`src/sv/dblp_pkg.sv`:
```
// Shared types and constants for the decimal byte literal parser.
`timescale 1ns / 1ps

package dblp_pkg;

    localparam int CHAR_W  = 8;
    localparam int VALUE_W = 8;

    // Magnitude limit checked before each multiply by the base.
    localparam logic [VALUE_W-1:0] DEC_BASE    = 8'd10;
    localparam logic [VALUE_W-1:0] ACC_LIMIT   = 8'd12;
    localparam logic [VALUE_W-1:0] POS_MAX_MAG = 8'd127;
    localparam logic [VALUE_W-1:0] NEG_MAX_MAG = 8'd128;
    localparam logic [VALUE_W-1:0] ACC_MAX     = 8'd129;

    typedef enum logic [1:0] {
        PH_LEAD  = 2'd0,
        PH_SIGN  = 2'd1,
        PH_DIGIT = 2'd2,
        PH_TRAIL = 2'd3
    } phase_t;

    typedef enum logic [1:0] {
        ST_OK        = 2'd0,
        ST_MALFORMED = 2'd1,
        ST_RANGE     = 2'd2
    } status_t;

    typedef struct packed {
        phase_t              phase;
        logic                negative;
        logic [VALUE_W-1:0]  acc;
        status_t             err;
    } parse_state_t;

    localparam parse_state_t STATE_RESET = '{
        phase:    PH_LEAD,
        negative: 1'b0,
        acc:      '0,
        err:      ST_OK
    };

endpackage

```
`src/sv/dblp_step.sv`:
```
// Per-character parse step: next state and the result on a last character.
`timescale 1ns / 1ps

module dblp_step
    import dblp_pkg::*;
(
    input  parse_state_t        cur,
    input  logic [CHAR_W-1:0]   char_code,
    input  logic                last_char,
    output parse_state_t        nxt,
    output logic [VALUE_W-1:0]  value,
    output status_t             status
);

    localparam logic [CHAR_W-1:0] CH_MINUS = 8'h2D;
    localparam logic [CHAR_W-1:0] CH_PLUS  = 8'h2B;
    localparam logic [CHAR_W-1:0] CH_ZERO  = 8'h30;
    localparam logic [CHAR_W-1:0] CH_NINE  = 8'h39;
    localparam logic [CHAR_W-1:0] CH_SPACE = 8'h20;
    localparam logic [CHAR_W-1:0] CH_TAB   = 8'h09;
    localparam logic [CHAR_W-1:0] CH_LF    = 8'h0A;
    localparam logic [CHAR_W-1:0] CH_CR    = 8'h0D;

    function automatic logic is_blank(input logic [CHAR_W-1:0] c);
        return (c == CH_SPACE) || (c == CH_TAB) || (c == CH_LF) || (c == CH_CR);
    endfunction

    logic               is_digit;
    logic               blank;
    logic [CHAR_W-1:0]  digit_val;
    logic               acc_over;
    logic [VALUE_W-1:0] acc_grown;
    parse_state_t       upd;
    parse_state_t       dig;

    assign is_digit  = (char_code >= CH_ZERO) && (char_code <= CH_NINE);
    assign blank     = is_blank(char_code);
    assign digit_val = char_code - CH_ZERO;
    assign acc_over  = cur.acc > ACC_LIMIT;
    // acc is at most 12 here, so acc * 10 + 9 stays within 8 bits
    assign acc_grown = VALUE_W'(cur.acc * DEC_BASE) + digit_val;

    // Digit taken: either grow the magnitude or flag out of range.
    always_comb
    begin
        dig = cur;
        if (acc_over)
        begin
            dig.err = ST_RANGE;
        end
        else
        begin
            dig.acc   = acc_grown;
            dig.phase = PH_DIGIT;
        end
    end

    always_comb
    begin
        upd = cur;
        if (cur.err == ST_OK)
        begin
            unique case (cur.phase)
                PH_LEAD:
                begin
                    priority if (blank)
                        upd = cur;
                    else if (char_code == CH_MINUS)
                    begin
                        upd.negative = 1'b1;
                        upd.phase    = PH_SIGN;
                    end
                    else if (char_code == CH_PLUS)
                        upd.phase = PH_SIGN;
                    else if (is_digit)
                        upd = dig;
                    else
                        upd.err = ST_MALFORMED;
                end
                PH_SIGN:
                begin
                    if (is_digit)
                        upd = dig;
                    else
                        upd.err = ST_MALFORMED;
                end
                PH_DIGIT:
                begin
                    priority if (is_digit)
                        upd = dig;
                    else if (blank)
                        upd.phase = PH_TRAIL;
                    else
                        upd.err = ST_MALFORMED;
                end
                PH_TRAIL:
                begin
                    if (!blank)
                        upd.err = ST_MALFORMED;
                end
                default:
                begin
                    upd = cur;
                end
            endcase
        end
    end

    // Final check on the updated state; drop back to start after a last char.
    always_comb
    begin
        status = upd.err;
        value  = '0;
        if (upd.err == ST_OK)
        begin
            priority if ((upd.phase == PH_LEAD) || (upd.phase == PH_SIGN))
                status = ST_MALFORMED;
            else if (upd.negative)
            begin
                if (upd.acc > NEG_MAX_MAG)
                    status = ST_RANGE;
                else
                    value = VALUE_W'(0) - upd.acc;
            end
            else
            begin
                if (upd.acc > POS_MAX_MAG)
                    status = ST_RANGE;
                else
                    value = upd.acc;
            end
        end
        nxt = last_char ? STATE_RESET : upd;
    end

endmodule

```
`src/sv/decimal_byte_literal_parser.sv`:
```
// Top level of the signed decimal byte literal parser (stream in, stream out).
`timescale 1ns / 1ps
// Path: an accepted character passes from the input register through the parse
//   step; a last character's result loads into the result register.
// Throughput: one character per cycle, except that a last character waits
//   in the input register while an unread result holds the result register.
// Reset: rst_n clears the parse state to the leading white space phase and
//   empties both registers.

module decimal_byte_literal_parser
    import dblp_pkg::*;
(
    input  logic               clk,
    input  logic               rst_n,
    // slave side: one character per request
    input  logic               s_axis_tvalid,
    output logic               s_axis_tready,
    input  logic [7:0]         s_axis_tdata,   // [7:0] char_code
    input  logic               s_axis_tlast,   // last_char
    // master side: one result per literal
    output logic               m_axis_tvalid,
    input  logic               m_axis_tready,
    output logic [7:0]         m_axis_tdata,   // [7:0] value (signed)
    output logic [1:0]         m_axis_tuser    // [1:0] status
);

    // Input register: holds one accepted character request.
    logic               in_valid_reg;
    logic [CHAR_W-1:0]  in_char_reg;
    logic               in_last_reg;

    // Parse state, advanced once per character leaving the input register.
    parse_state_t       state_reg;
    parse_state_t       state_next;

    // Result register.
    logic               out_valid_reg;
    logic [VALUE_W-1:0] out_value_reg;
    status_t            out_status_reg;

    logic               step_value_unused_guard;
    logic [VALUE_W-1:0] step_value;
    status_t            step_status;

    logic               out_free;
    logic               advance;
    logic               s_accept;

    // The result slot is free when empty or being drained this cycle.
    assign out_free = !out_valid_reg || m_axis_tready;
    // A non-last character never needs the result slot, so it always advances.
    assign advance  = in_valid_reg && (!in_last_reg || out_free);
    assign s_axis_tready = !in_valid_reg || advance;
    assign s_accept = s_axis_tvalid && s_axis_tready;
    assign step_value_unused_guard = 1'b0;

    dblp_step u_step (
        .cur       (state_reg),
        .char_code (in_char_reg),
        .last_char (in_last_reg),
        .nxt       (state_next),
        .value     (step_value),
        .status    (step_status)
    );

    // Control state: valid flags and parse state.
    always_ff @(posedge clk or negedge rst_n)
    begin
        if (!rst_n)
        begin
            in_valid_reg  <= 1'b0;
            out_valid_reg <= 1'b0;
            state_reg     <= STATE_RESET;
        end
        else
        begin
            if (s_accept)
                in_valid_reg <= 1'b1;
            else if (advance)
                in_valid_reg <= 1'b0;

            if (advance)
                state_reg <= state_next;

            // Load a result on a last character, otherwise drop it once taken.
            if (advance && in_last_reg)
                out_valid_reg <= 1'b1;
            else if (m_axis_tready)
                out_valid_reg <= step_value_unused_guard;
        end
    end

    // Payload registers: no reset needed.
    always_ff @(posedge clk)
    begin
        if (s_accept)
        begin
            in_char_reg <= s_axis_tdata;
            in_last_reg <= s_axis_tlast;
        end
        if (advance && in_last_reg)
        begin
            out_value_reg  <= step_value;
            out_status_reg <= step_status;
        end
    end

    assign m_axis_tvalid = out_valid_reg;
    assign m_axis_tdata  = out_value_reg;
    assign m_axis_tuser  = out_status_reg;

`ifndef SYNTHESIS
    // An error result always carries a zero value.
    a_err_zero_value: assert property (@(posedge clk) disable iff (!rst_n)
        (m_axis_tvalid && (m_axis_tuser != ST_OK)) |-> (m_axis_tdata == '0))
        else $error("error result with nonzero value");

    // The magnitude never passes the one-step overflow bound.
    a_acc_bound: assert property (@(posedge clk) disable iff (!rst_n)
        state_reg.acc <= ACC_MAX)
        else $error("accumulator above bound");

    // Before any digit the magnitude is still zero.
    a_acc_zero_before_digit: assert property (@(posedge clk) disable iff (!rst_n)
        ((state_reg.phase == PH_LEAD) || (state_reg.phase == PH_SIGN))
        |-> (state_reg.acc == '0))
        else $error("nonzero accumulator before first digit");

    // A last character waits in the input register while the result is stalled.
    a_last_holds: assert property (@(posedge clk) disable iff (!rst_n)
        (in_valid_reg && in_last_reg && m_axis_tvalid && !m_axis_tready)
        |=> (in_valid_reg && $stable(state_reg)))
        else $error("last character advanced into a full result register");
`endif

endmodule
```
`config.mk`:
```
export PLATFORM = sky130hd
export DESIGN_NAME = decimal_byte_literal_parser
export DESIGN_NICKNAME = d
export VERILOG_FILES = /design/src/sv/dblp_pkg.sv /design/src/sv/dblp_step.sv /design/src/sv/decimal_byte_literal_parser.sv
export SDC_FILE = /design/constraint.sdc
export NUM_CORES = 1
export LEC_CHECK = 0
export BUFFER_PORTS_ARGS = -buffer_cell sky130_fd_sc_hd__buf_2
export CORE_MARGIN = 10
export CORE_UTILIZATION = 40
export CTS_CLUSTER_DIAMETER = 100
export DETAILED_ROUTE_END_ITERATION = 8
export PLACE_DENSITY_LB_ADDON = 0.25
export SYNTH_ARGS = -nofsm -noshare
export SYNTH_HDL_FRONTEND = slang
export SYNTH_SLANG_ARGS = --single-unit
```
`constraint.sdc`:
```
create_clock -name clk -period 4.1 [get_ports clk]
set_input_delay 1.025 -clock clk [delete_from_list [all_inputs] [get_ports clk]]
set_output_delay 1.025 -clock clk [all_outputs]
set_load 0.05 [all_outputs]
```
==> results.sh, run 1 <==
export IMPL_status="completed"
export IMPL_cp_end_kind="register"
export IMPL_fp_coreArea_mm2=0.005507
export IMPL_grt_ovfl_total=0
export IMPL_track_usage_pct=12.32
export IMPL_diodes=0
export IMPL_worstPathArrival_ns=3.95
export IMPL_hold_worst_slack_ns=0.5565
export IMPL_worstSetupPathType="register to register"
export IMPL_synth_async_reset_ratio_pct=44.12
export IMPL_synth_area_leaders="edfxtp_1 (25%), dfrtp_1 (17%), ha_1 (11%)"
export IMPL_min_delay_path_depth=2
export IMPL_p_per_area_mw_per_mm2=371.8
export IMPL_yosysMostFrequentCell="nor2_1"
export IMPL_cts_max_level=2
export IMPL_cp_required_ns=4.24
export IMPL_drive_gt1_share_pct=15.87
export IMPL_worstHoldEndpoint="state_reg[10]"
export IMPL_row_count=27
export IMPL_power_uw=955.0
export IMPL_dieArea_mm2=0.009063
export IMPL_drtAntennaViolNets=0
export IMPL_drc=0
export IMPL_gp_congestion=0.8687
export IMPL_port_buffers=24
export IMPL_syn_avg_cell_area_um2=10.33
export IMPL_power_leakage_nw=1.114
export IMPL_timing_fmax_mhz=262.4
export IMPL_via_count=1802
export IMPL_seq_area_frac_synth_pct=41.81
export IMPL_post_route_min_period_ns=3.811
export IMPL_yosysTopAreaCell="edfxtp_1"
export IMPL_clkTransAtPathRegs_ns=0.07
export IMPL_synth_cell_type_count=51
export IMPL_min_path_type="register to register"
export IMPL_yosys_most_used_dff="edfxtp_1"
export IMPL_hpwl_um=4092
export IMPL_synth_edff_count=19
export IMPL_netlist_area_leader_share_pct=25.22
export IMPL_maxCapViolations=0
export IMPL_firstDrtPassIters=4
export IMPL_grt_pass1_wl_um=8797
export IMPL_largest_register_ffs=13
export IMPL_drt_iter0_markers=92
export IMPL_relSlewSlack_pct=51.81
export IMPL_numClockSinks=34
export IMPL_initial_core_util_pct=41.08
export IMPL_drt_wl_total_um=5242
export IMPL_r2r_start="state_reg[5]"
export IMPL_io_pins=25
export IMPL_first_global_vias=1840
export IMPL_fin_nets=285
export IMPL_r2r_setup_slack_ns=0.29
export IMPL_cp_max_fo=8
export IMPL_setup_viol=0
export IMPL_period_share_pct=92.96
export IMPL_crit_path_cell_trace="ha_1, ha_1, fa_1, ha_1, ha_1, and3_1, or3_1, a41o_1, nand4b_1, or3b_1, a211oi_2"
export IMPL_syn_area_mm2=0.002262
export IMPL_antenna_found_initial=0
export IMPL_die_height_um=95.20
export IMPL_clk_latency_ns=0.30
export IMPL_wl_per_cell_um=16.18
export IMPL_crit_path_top_delay_cell="dfrtp_1"
export IMPL_rsz0062_at_grt="no"
export IMPL_skew_ns=0.007793
export IMPL_yosysWarnings=0
export IMPL_critPathMaxStageDelay_ns=0.47
export IMPL_synth_seq_cells=34
export IMPL_die_w_um=95.20
export IMPL_tightest_slew_ns=0.7201
export IMPL_path_delay_family="adder cells"
export IMPL_irDropWorstVdd_mv=0.2154
export IMPL_reg2reg_depth=11
export IMPL_syn_inst=219
export IMPL_grt_max_degree=16
export IMPL_cts_tree="done"
export IMPL_vias_per_cell=5.562
export IMPL_hold_viol=0
export IMPL_clk_path_buf_depth=2
export IMPL_slew_violations=0
export IMPL_synth_top_cells_by_count="nor2_1 (22), edfxtp_1 (19), ha_1 (19)"
export IMPL_cts_buffers=5
export IMPL_cts_root_buf="clkbuf_8"
export IMPL_r2r_end="m_axis_tdata[7]"
export IMPL_path_common_cell="ha_1"
export IMPL_setup_tns_ns=0
export IMPL_cts_setup_buffers=0
export IMPL_start_kind="register"
export IMPL_syn_num_nets=253
export IMPL_worstHoldStart="state_reg[10]"
export IMPL_area_delta_synth_final_pct=13.55
export IMPL_cp_num_buf_inv=0
## routing by layer
layer  up-vias  track usage, %  wire [µm]
met4         0           5.860        128
met2        55           20.00       2437
met5         -               0          0
met1       848           14.91       2378
li1        886               -          -
met3        13           3.142        298
## layout by cell type, fill, tap and decap left out, types with 3 or more instances in the layout
master | netlist | final
and3_1 | 5 | 5
nor3_1 | 5 | 5
edfxtp_1 | 19 | 19
inv_1 | 11 | 11
dfrtp_1 | 15 | 15
ha_1 | 19 | 19
nor2b_1 | 3 | 3
nor4_1 | 5 | 5
a21o_1 | 3 | 3
nor2_1 | 22 | 22
a21oi_1 | 15 | 14
xnor2_1 | 4 | 4
mux2i_1 | 5 | 5
nand2_1 | 16 | 16
nand2b_1 | 4 | 4
o21ai_0 | 18 | 18
buf_2 | 0 | 24
clkbuf_8 | 0 | 5
xor2_1 | 7 | 7
## layout make-up
cell class              count  area [µm²]
clock inverters             2       8.758
multi-input cells         173        1275
flip-flops and latches     34       945.9
fillers                   538        2938
clock buffers               6       72.57
well taps                  72       90.09
repair buffers             26       135.1
inverters                  11       41.29
## how the worst max path moves through the flow
stage               slack (ns)         start              end  cells after the start
floorplan                 0.52  state_reg[5]  m_axis_tdata[7]                     11
global placement          0.37  state_reg[5]  m_axis_tdata[7]                     11
detailed placement        0.32  state_reg[5]  m_axis_tdata[7]                     11
CTS                       0.30  state_reg[5]  m_axis_tdata[7]                     11
global route              0.06  state_reg[5]  m_axis_tdata[2]                     14
finish                    0.29  state_reg[5]  m_axis_tdata[7]                     11
## tightest hold or removal path, cell delays in order, from the launching register on
cell and delay [ns]:
dfrtp_1 0.35, o21ai_0 0.09, nor2_1 0.08
## cell families after synthesis
family	count (synthesis)	share of synthesized area (%)
simple gates	79	19.58
compound gates	56	16.87
flops	34	41.81
fa+ha+maj	21	12.28
xor+xnor	12	5.254
buf+inv	12	1.991
mux	5	2.212
## stage by stage
| stage | setup WS (ns) | std cells | utilization (%) | instance area (µm²) |
|---|---|---|---|---|
| after floorplan | 0.5228 | 219 | - | 2262 |
| after CTS | 0.2959 | 324 | 46.58 | 2565 |
| after global routing | 0.05920 | 324 | 46.65 | 2569 |
| final | 0.2886 | 324 | 46.65 | 2569 |
| after detailed placement | 0.3218 | 316 | 45.10 | 2484 |
| after global placement | 0.3734 | 316 | 45.10 | 2484 |
## what timing repair did
| action | 4_1_cts | 5_1_grt |
|---|---|---|
| endpoints found under the setup margin | 0 | 5 |
| resized for setup | 0 | 1 |
| hold buffers | 0 | 0 |
## where the power goes
group | leakage (nW) | switching, mW | internal [mW]
logic | 0.689 | 0.179 | 0.118
registers | 0.383 | 0.0331 | 0.383
clock network | 0.0426 | 0.125 | 0.117
No activity file was read; power rests on OpenSTA's default activity.
==> inputs of run 2 (changes only) <==
--- a/config.mk
+++ b/config.mk
@@ -6,7 +6,7 @@
 export NUM_CORES = 1
 export LEC_CHECK = 0
 export BUFFER_PORTS_ARGS = -buffer_cell sky130_fd_sc_hd__buf_2
-export CORE_MARGIN = 10
+export CORE_MARGIN = 1
 export CORE_UTILIZATION = 40
 export CTS_CLUSTER_DIAMETER = 100
 export DETAILED_ROUTE_END_ITERATION = 8
==> constraint.sdc (replaced) <==
create_clock -name clk -period 4.8 [get_ports clk]
set_input_delay 1.2 -clock clk [delete_from_list [all_inputs] [get_ports clk]]
set_output_delay 1.2 -clock clk [all_outputs]
set_load 0.05 [all_outputs]
==> run 2 against run 1 <==
  * Hold slack worse by 0.0035 ns
  * Non-clock buffer count down 2
  * Critical path depth is the same
  * Critical endpoint unchanged
==> results.sh, run 2 (synthesis results as in run 1) <==
export IMPL_status="completed"
export IMPL_switchingPower_uw=285.7
export IMPL_clk_latency_ns=0.29
export IMPL_relSlewSlack_pct=48.54
export IMPL_cp_num_buf_inv=0
export IMPL_post_dp_cell_area_mm2=0.002469
export IMPL_final_common_cell="buf_2"
export IMPL_drt_iter0_markers=102
export IMPL_clkPwrFrac_pct=25.4
export IMPL_dieArea_mm2=0.005960
export IMPL_diodes=0
export IMPL_hold_viol=0
export IMPL_maxCapViolations=0
export IMPL_worstPathArrival_ns=3.94
export IMPL_final_cell_mix="buf_2 (24), nor2_1 (22), ha_1 (19), edfxtp_1 (19), o21ai_0 (18)"
export IMPL_port_buffers=24
export IMPL_largest_register_ffs=13
export IMPL_r2r_end="m_axis_tdata[7]"
export IMPL_clk_path_buf_depth=2
export IMPL_post_route_min_period_ns=3.819
export IMPL_dr_max_layer_used="met4"
export IMPL_cts_buffers=5
export IMPL_first_global_vias=1794
export IMPL_seqPwrFrac_pct=43.9
export IMPL_die_height_um=77.20
export IMPL_fill_cells=545
export IMPL_hold_worst_slack_ns=0.5531
export IMPL_grt_pass1_wl_um=8438
export IMPL_die_w_um=77.20
export IMPL_irDropWorstVdd_mv=0.2944
export IMPL_period_share_pct=79.56
export IMPL_r2r_setup_slack_ns=0.98
export IMPL_cp_required_ns=4.93
export IMPL_cp_end_kind="register"
export IMPL_track_usage_pct=17.95
export IMPL_seq_area_um2=945.9
export IMPL_cp_max_fo=8
export IMPL_slew_violations=0
export IMPL_r2r_start="state_reg[5]"
export IMPL_p_int_uw=527.0
export IMPL_wl_met1_um=2330
export IMPL_cts_tree="done"
export IMPL_firstDrtPassIters=4
export IMPL_worstSetupPathType="register to register"
export IMPL_worst_slack_ns=0.9812
export IMPL_cts_root_buf="clkbuf_8"
export IMPL_ctsHoldBuffers=0
export IMPL_drive_gt1_share_pct=15.20
export IMPL_dr_wl_met2_um=2288
export IMPL_wl_met3_um=192
export IMPL_tightest_slew_ns=0.7690
export IMPL_fin_nets=283
export IMPL_swShare_pct=35.15
export IMPL_fp_coreArea_mm2=0.005473
export IMPL_multiInputGateArea_mm2=0.001271
export IMPL_antenna_found_initial=0
export IMPL_cts_resized=0
export IMPL_area_delta_synth_final_pct=12.89
export IMPL_worstHoldStart="state_reg[10]"
export IMPL_wl_per_cell_um=15.16
export IMPL_crit_path_top_delay_cell="dfrtp_1"
export IMPL_row_count=27
export IMPL_critPathMaxStageDelay_ns=0.48
export IMPL_power_uw=812.7
export IMPL_cts_max_level=2
export IMPL_numClockSinks=34
export IMPL_initial_core_util_pct=41.34
export IMPL_combPwrFrac_pct=30.7
export IMPL_gp_congestion=0.8622
export IMPL_pre_cts_ws_ns=1.016
export IMPL_rsz0062_at_grt="no"
export IMPL_clkTransAtPathRegs_ns=0.08
export IMPL_power_leakage_nw=1.101
export IMPL_vias_per_cell=5.593
export IMPL_crit_path_cell_trace="ha_1, ha_1, fa_1, ha_1, ha_1, and3_1, or3_1, a41o_1, nand4b_1, or3b_1, a211oi_2"
export IMPL_path_delay_family="adder cells"
export IMPL_drtAntennaViolNets=0
export IMPL_hpwl_um=3754
export IMPL_via_count=1801
export IMPL_worstHoldEndpoint="state_reg[10]"
export IMPL_p_per_area_mw_per_mm2=318.3
export IMPL_min_path_type="register to register"
export IMPL_reg2reg_depth=11
export IMPL_drt_wl_total_um=4882
export IMPL_min_delay_path_depth=2
export IMPL_grt_ovfl_total=0
export IMPL_cts_setup_buffers=0
export IMPL_setup_viol=0
export IMPL_drc=0
export IMPL_design_area_mm2=0.002554
export IMPL_setup_tns_ns=0
export IMPL_start_kind="register"
export IMPL_path_common_cell="ha_1"
export IMPL_timing_fmax_mhz=261.9
export IMPL_io_pins=25
export IMPL_skew_ns=0.01136
export IMPL_grt_max_degree=16
[run 2: area by class of cell]
type	instances	area share [%]
well taps	72	3.528
flip-flops and latches	34	37.04
repair buffers	24	4.704
inverters	11	1.617
clock buffers	5	2.695
multi-input cells	173	49.78
clock inverters	3	0.6369
[run 2: how the worst max path moves through the flow]
stage	startpoint	endpoint	cells past startpoint
2_1_floorplan	state_reg[5]	m_axis_tdata[7]	11
3_3_place_gp	state_reg[5]	m_axis_tdata[7]	11
3_5_place_dp	state_reg[5]	m_axis_tdata[7]	11
4_1_cts	state_reg[5]	m_axis_tdata[7]	11
5_1_grt	state_reg[5]	m_axis_tdata[4]	14
6_report	state_reg[5]	m_axis_tdata[7]	11
[run 2: power by group through the flow]
stage | Sequential (mW) | Combinational (mW) | Clock (mW)
final | 0.357 | 0.250 | 0.206
after global routing | 0.361 | 0.282 | 0.223
after CTS | 0.357 | 0.250 | 0.213
after detailed placement | 0.363 | 0.248 | 0
after global placement | 0.361 | 0.248 | 0
after floorplan | 0.368 | 0.178 | 0
[run 2: metrics by stage]
step	util, %	cells
after CTS	46.66	322
after floorplan	-	219
after detailed placement	45.11	314
final	46.66	322
after global routing	46.66	322
after global placement	45.11	314
[run 2: worst min-delay path, stage by stage (launching register included)]
cell and delay [ns]:
dfrtp_1 0.35, o21ai_0 0.08, nor2_1 0.08
[run 2: layer usage]
| layer | vias to the layer above | GRT usage, % |
|---|---|---|
| met2 | 42 | 28.58 |
| met1 | 869 | 24.77 |
| li1 | 883 | - |
| met5 | - | 0 |
| met4 | 0 | 5.094 |
| met3 | 7 | 3.333 |
==> inputs of run 3 (changes only) <==
--- a/config.mk
+++ b/config.mk
@@ -5,6 +5,7 @@
 export SDC_FILE = /design/constraint.sdc
 export NUM_CORES = 1
 export LEC_CHECK = 0
+export ABC_AREA = 1
 export BUFFER_PORTS_ARGS = -buffer_cell sky130_fd_sc_hd__buf_2
 export CORE_MARGIN = 1
 export CORE_UTILIZATION = 40
==> constraint.sdc (replaced) <==
create_clock -name clk -period 3.4 [get_ports clk]
set_input_delay 0.85 -clock clk [delete_from_list [all_inputs] [get_ports clk]]
set_output_delay 0.85 -clock clk [all_outputs]
set_load 0.05 [all_outputs]
==> run 3 against run 2 <==
  * Non-clock buffer count rose by 8
  * Maximum frequency rose by 20%
  * Sequential share of layout area fell by 5.0 points
  * Sequential cell count did not move
  * Synthesized cell count rose by 43%
  * Wire length rose by 8.9%
  * Synthesized area rose by 11%
==> results.sh, run 3 <==
export IMPL_status="completed"
export IMPL_post_route_min_period_ns=3.189
export IMPL_relSlewSlack_pct=63.70
export IMPL_design_area_mm2=0.002948
export IMPL_grt_ovfl_total=0
export IMPL_hold_viol=0
export IMPL_drtAntennaViolNets=0
export IMPL_power_leakage_nw=1.448
export IMPL_synth_edff_count=19
export IMPL_clkTransAtPathRegs_ns=0.08
export IMPL_slew_violations=0
export IMPL_yosys_most_used_dff="edfxtp_1"
export IMPL_final_cell_mix="nand2_1 (83), inv_1 (46), nand3_1 (25)"
export IMPL_post_dp_cell_area_mm2=0.002776
export IMPL_drt_wl_total_um=5318
export IMPL_antenna_found_initial=0
export IMPL_cts_tree="done"
export IMPL_synth_top_cells_by_count="nand2_1 (89), inv_1 (46), nand3_1 (25)"
export IMPL_row_count=28
export IMPL_largest_register_ffs=13
export IMPL_port_buffers=24
export IMPL_irDropWorstVdd_mv=0.2185
export IMPL_grt_use_met3_pct=3.933
export IMPL_syn_inst=313
export IMPL_wl_per_cell_um=12.48
export IMPL_cts_buffers=5
export IMPL_min_path_type="primary input to asynchronous set/reset pin"
export IMPL_fin_nets=384
export IMPL_period_share_pct=93.80
export IMPL_r2r_start="state_reg[4]"
export IMPL_maxCapViolations=0
export IMPL_worstSetupPathType="register to register"
export IMPL_synth_area_leaders="edfxtp_1 (23%), dfrtp_1 (15%), nand2_1 (13%)"
export IMPL_track_usage_pct=18.08
export IMPL_drc=0
export IMPL_io_pins=25
export IMPL_vias_per_cell=5.019
export IMPL_cts_max_level=2
export IMPL_syn_num_nets=347
export IMPL_drive_gt1_share_pct=23.93
export IMPL_first_global_vias=1984
export IMPL_yosysWarnings=0
export IMPL_via_count=2138
export IMPL_cp_required_ns=3.44
export IMPL_p_per_area_mw_per_mm2=337.4
export IMPL_synth_async_reset_ratio_pct=44.12
export IMPL_synth_seq_cells=34
export IMPL_start_kind="register"
export IMPL_r2r_end="m_axis_tdata[3]"
export IMPL_initial_core_util_pct=42.02
export IMPL_clk_latency_ns=0.29
export IMPL_final_common_cell="nand2_1"
export IMPL_cts_root_buf="clkbuf_8"
export IMPL_grt_max_degree=16
export IMPL_die_height_um=81.33
export IMPL_gr_usage_met2_pct=29.42
export IMPL_syn_area_mm2=0.002517
export IMPL_firstDrtPassIters=4
export IMPL_fp_coreArea_mm2=0.005991
export IMPL_reg2reg_depth=18
export IMPL_drt_iter0_markers=129
export IMPL_timing_fmax_mhz=313.6
export IMPL_grt_pass1_wl_um=8866
export IMPL_r2r_setup_slack_ns=0.21
export IMPL_pre_cts_ws_ns=0.05530
export IMPL_cp_max_fo=5
export IMPL_ctsHoldBuffers=0
export IMPL_seq_area_frac_synth_pct=37.57
export IMPL_die_w_um=81.33
export IMPL_dieArea_mm2=0.006615
export IMPL_tightest_slew_ns=0.5439
export IMPL_synth_cell_type_count=35
export IMPL_clk_path_buf_depth=2
export IMPL_met1_usage_pct=23.24
export IMPL_yosysMostFrequentCell="nand2_1"
export IMPL_worstPathArrival_ns=3.23
export IMPL_diodes=0
export IMPL_setup_viol=0
export IMPL_skew_ns=0.007101
export IMPL_grt_busiest_layer="met2"
export IMPL_fill_cells=588
export IMPL_worst_slack_ns=0.2110
export IMPL_syn_avg_cell_area_um2=8.043
export IMPL_hpwl_um=4229
export IMPL_gp_congestion=0.8415
export IMPL_netlist_area_leader_share_pct=22.66
export IMPL_yosysTopAreaCell="edfxtp_1"
export IMPL_numClockSinks=34
export IMPL_area_delta_synth_final_pct=17.10
export IMPL_cp_end_kind="register"
export IMPL_crit_start="state_reg[4]"
run 3: changes by cell type after synthesis, sizes merged, moves of 6 or more:
cell / previous run / this run
nand2: 17 / 96
inv: 11 / 51
o21ai: 19 / 11
nor4: 7 / 0
xor2: 7 / 1
nand3: 2 / 26
nor2: 22 / 29
nand4: 1 / 12
run 3: how the worst max path moves through the flow:
stage,cells after the start,endpoint
floorplan,18,m_axis_tdata[3]
global placement,13,m_axis_tuser[1]
detailed placement,20,m_axis_tdata[2]
CTS,20,m_axis_tdata[2]
global route,19,m_axis_tdata[5]
finish,18,m_axis_tdata[3]
run 3: timing repair:
action / CTS / global route
setup endpoints to repair: 0 / 9
gates resized for setup: 0 / 13
setup buffers: 0 / 1
run 3: power breakdown:
part	internal [mW]	switching, mW
registers	0.456	0.0159
clock network	0.163	0.155
logic	0.0664	0.139
total	0.685	0.309
run 3: cell families after synthesis:
kind of cell	count (synthesis)	synth area share, %
AND/OR/NAND/NOR	169	34.49
buffers and inverters	54	8.052
flip-flops	34	37.57
AO/OA/AOI/OAI	31	7.455
adder cells (fa/ha/maj)	21	11.03
XOR/XNOR	4	1.392
run 3: routing by layer:
layer	vias to the layer above	wire (µm)
li1	1104	-
met1	984	2492
met2	41	2530
met3	9	215
met4	0	80
met5	-	0
run 3: final cells by class:
cell class | count | area (µm²) | share of cell area (%)
Clock buffer | 6 | 82.58 | 2.801
Clock inverter | 2 | 12.51 | 0.4244
Inverter | 52 | 195.2 | 6.621
Multi-Input combinational cell | 225 | 1438 | 48.77
Sequential cell | 34 | 945.9 | 32.09
Tap cell | 75 | 93.84 | 3.183
Timing Repair Buffer | 32 | 180.2 | 6.112
run 3: stage by stage:
step	TNS, ns	util, %	power (mW)	instances	hold slack, ns
5_1_grt	-0.07404	49.21	1.048	426	0.4731
2_1_floorplan	0	-	0.6251	313	0.4757
3_3_place_gp	0	46.35	0.6733	417	0.5092
6_report	0	49.21	0.9946	426	0.4572
3_5_place_dp	0	46.35	0.6759	417	0.5109
4_1_cts	0	47.93	0.9962	425	0.4575
run 3: critical path: stages, from the launching register on:
cell      delay, ns
dfrtp_1        0.43
ha_1           0.36
fa_1           0.44
xnor2_1        0.14
ha_1           0.27
inv_1          0.06
ha_4           0.27
nand2_1        0.06
nor2_1         0.08
nand2_1        0.05
o211ai_1       0.09
inv_1          0.06
nand3_1        0.09
nand2_2        0.08
nand2_1        0.07
nand2_2        0.11
buf_4          0.15
nand3_1        0.05
a21oi_1        0.07
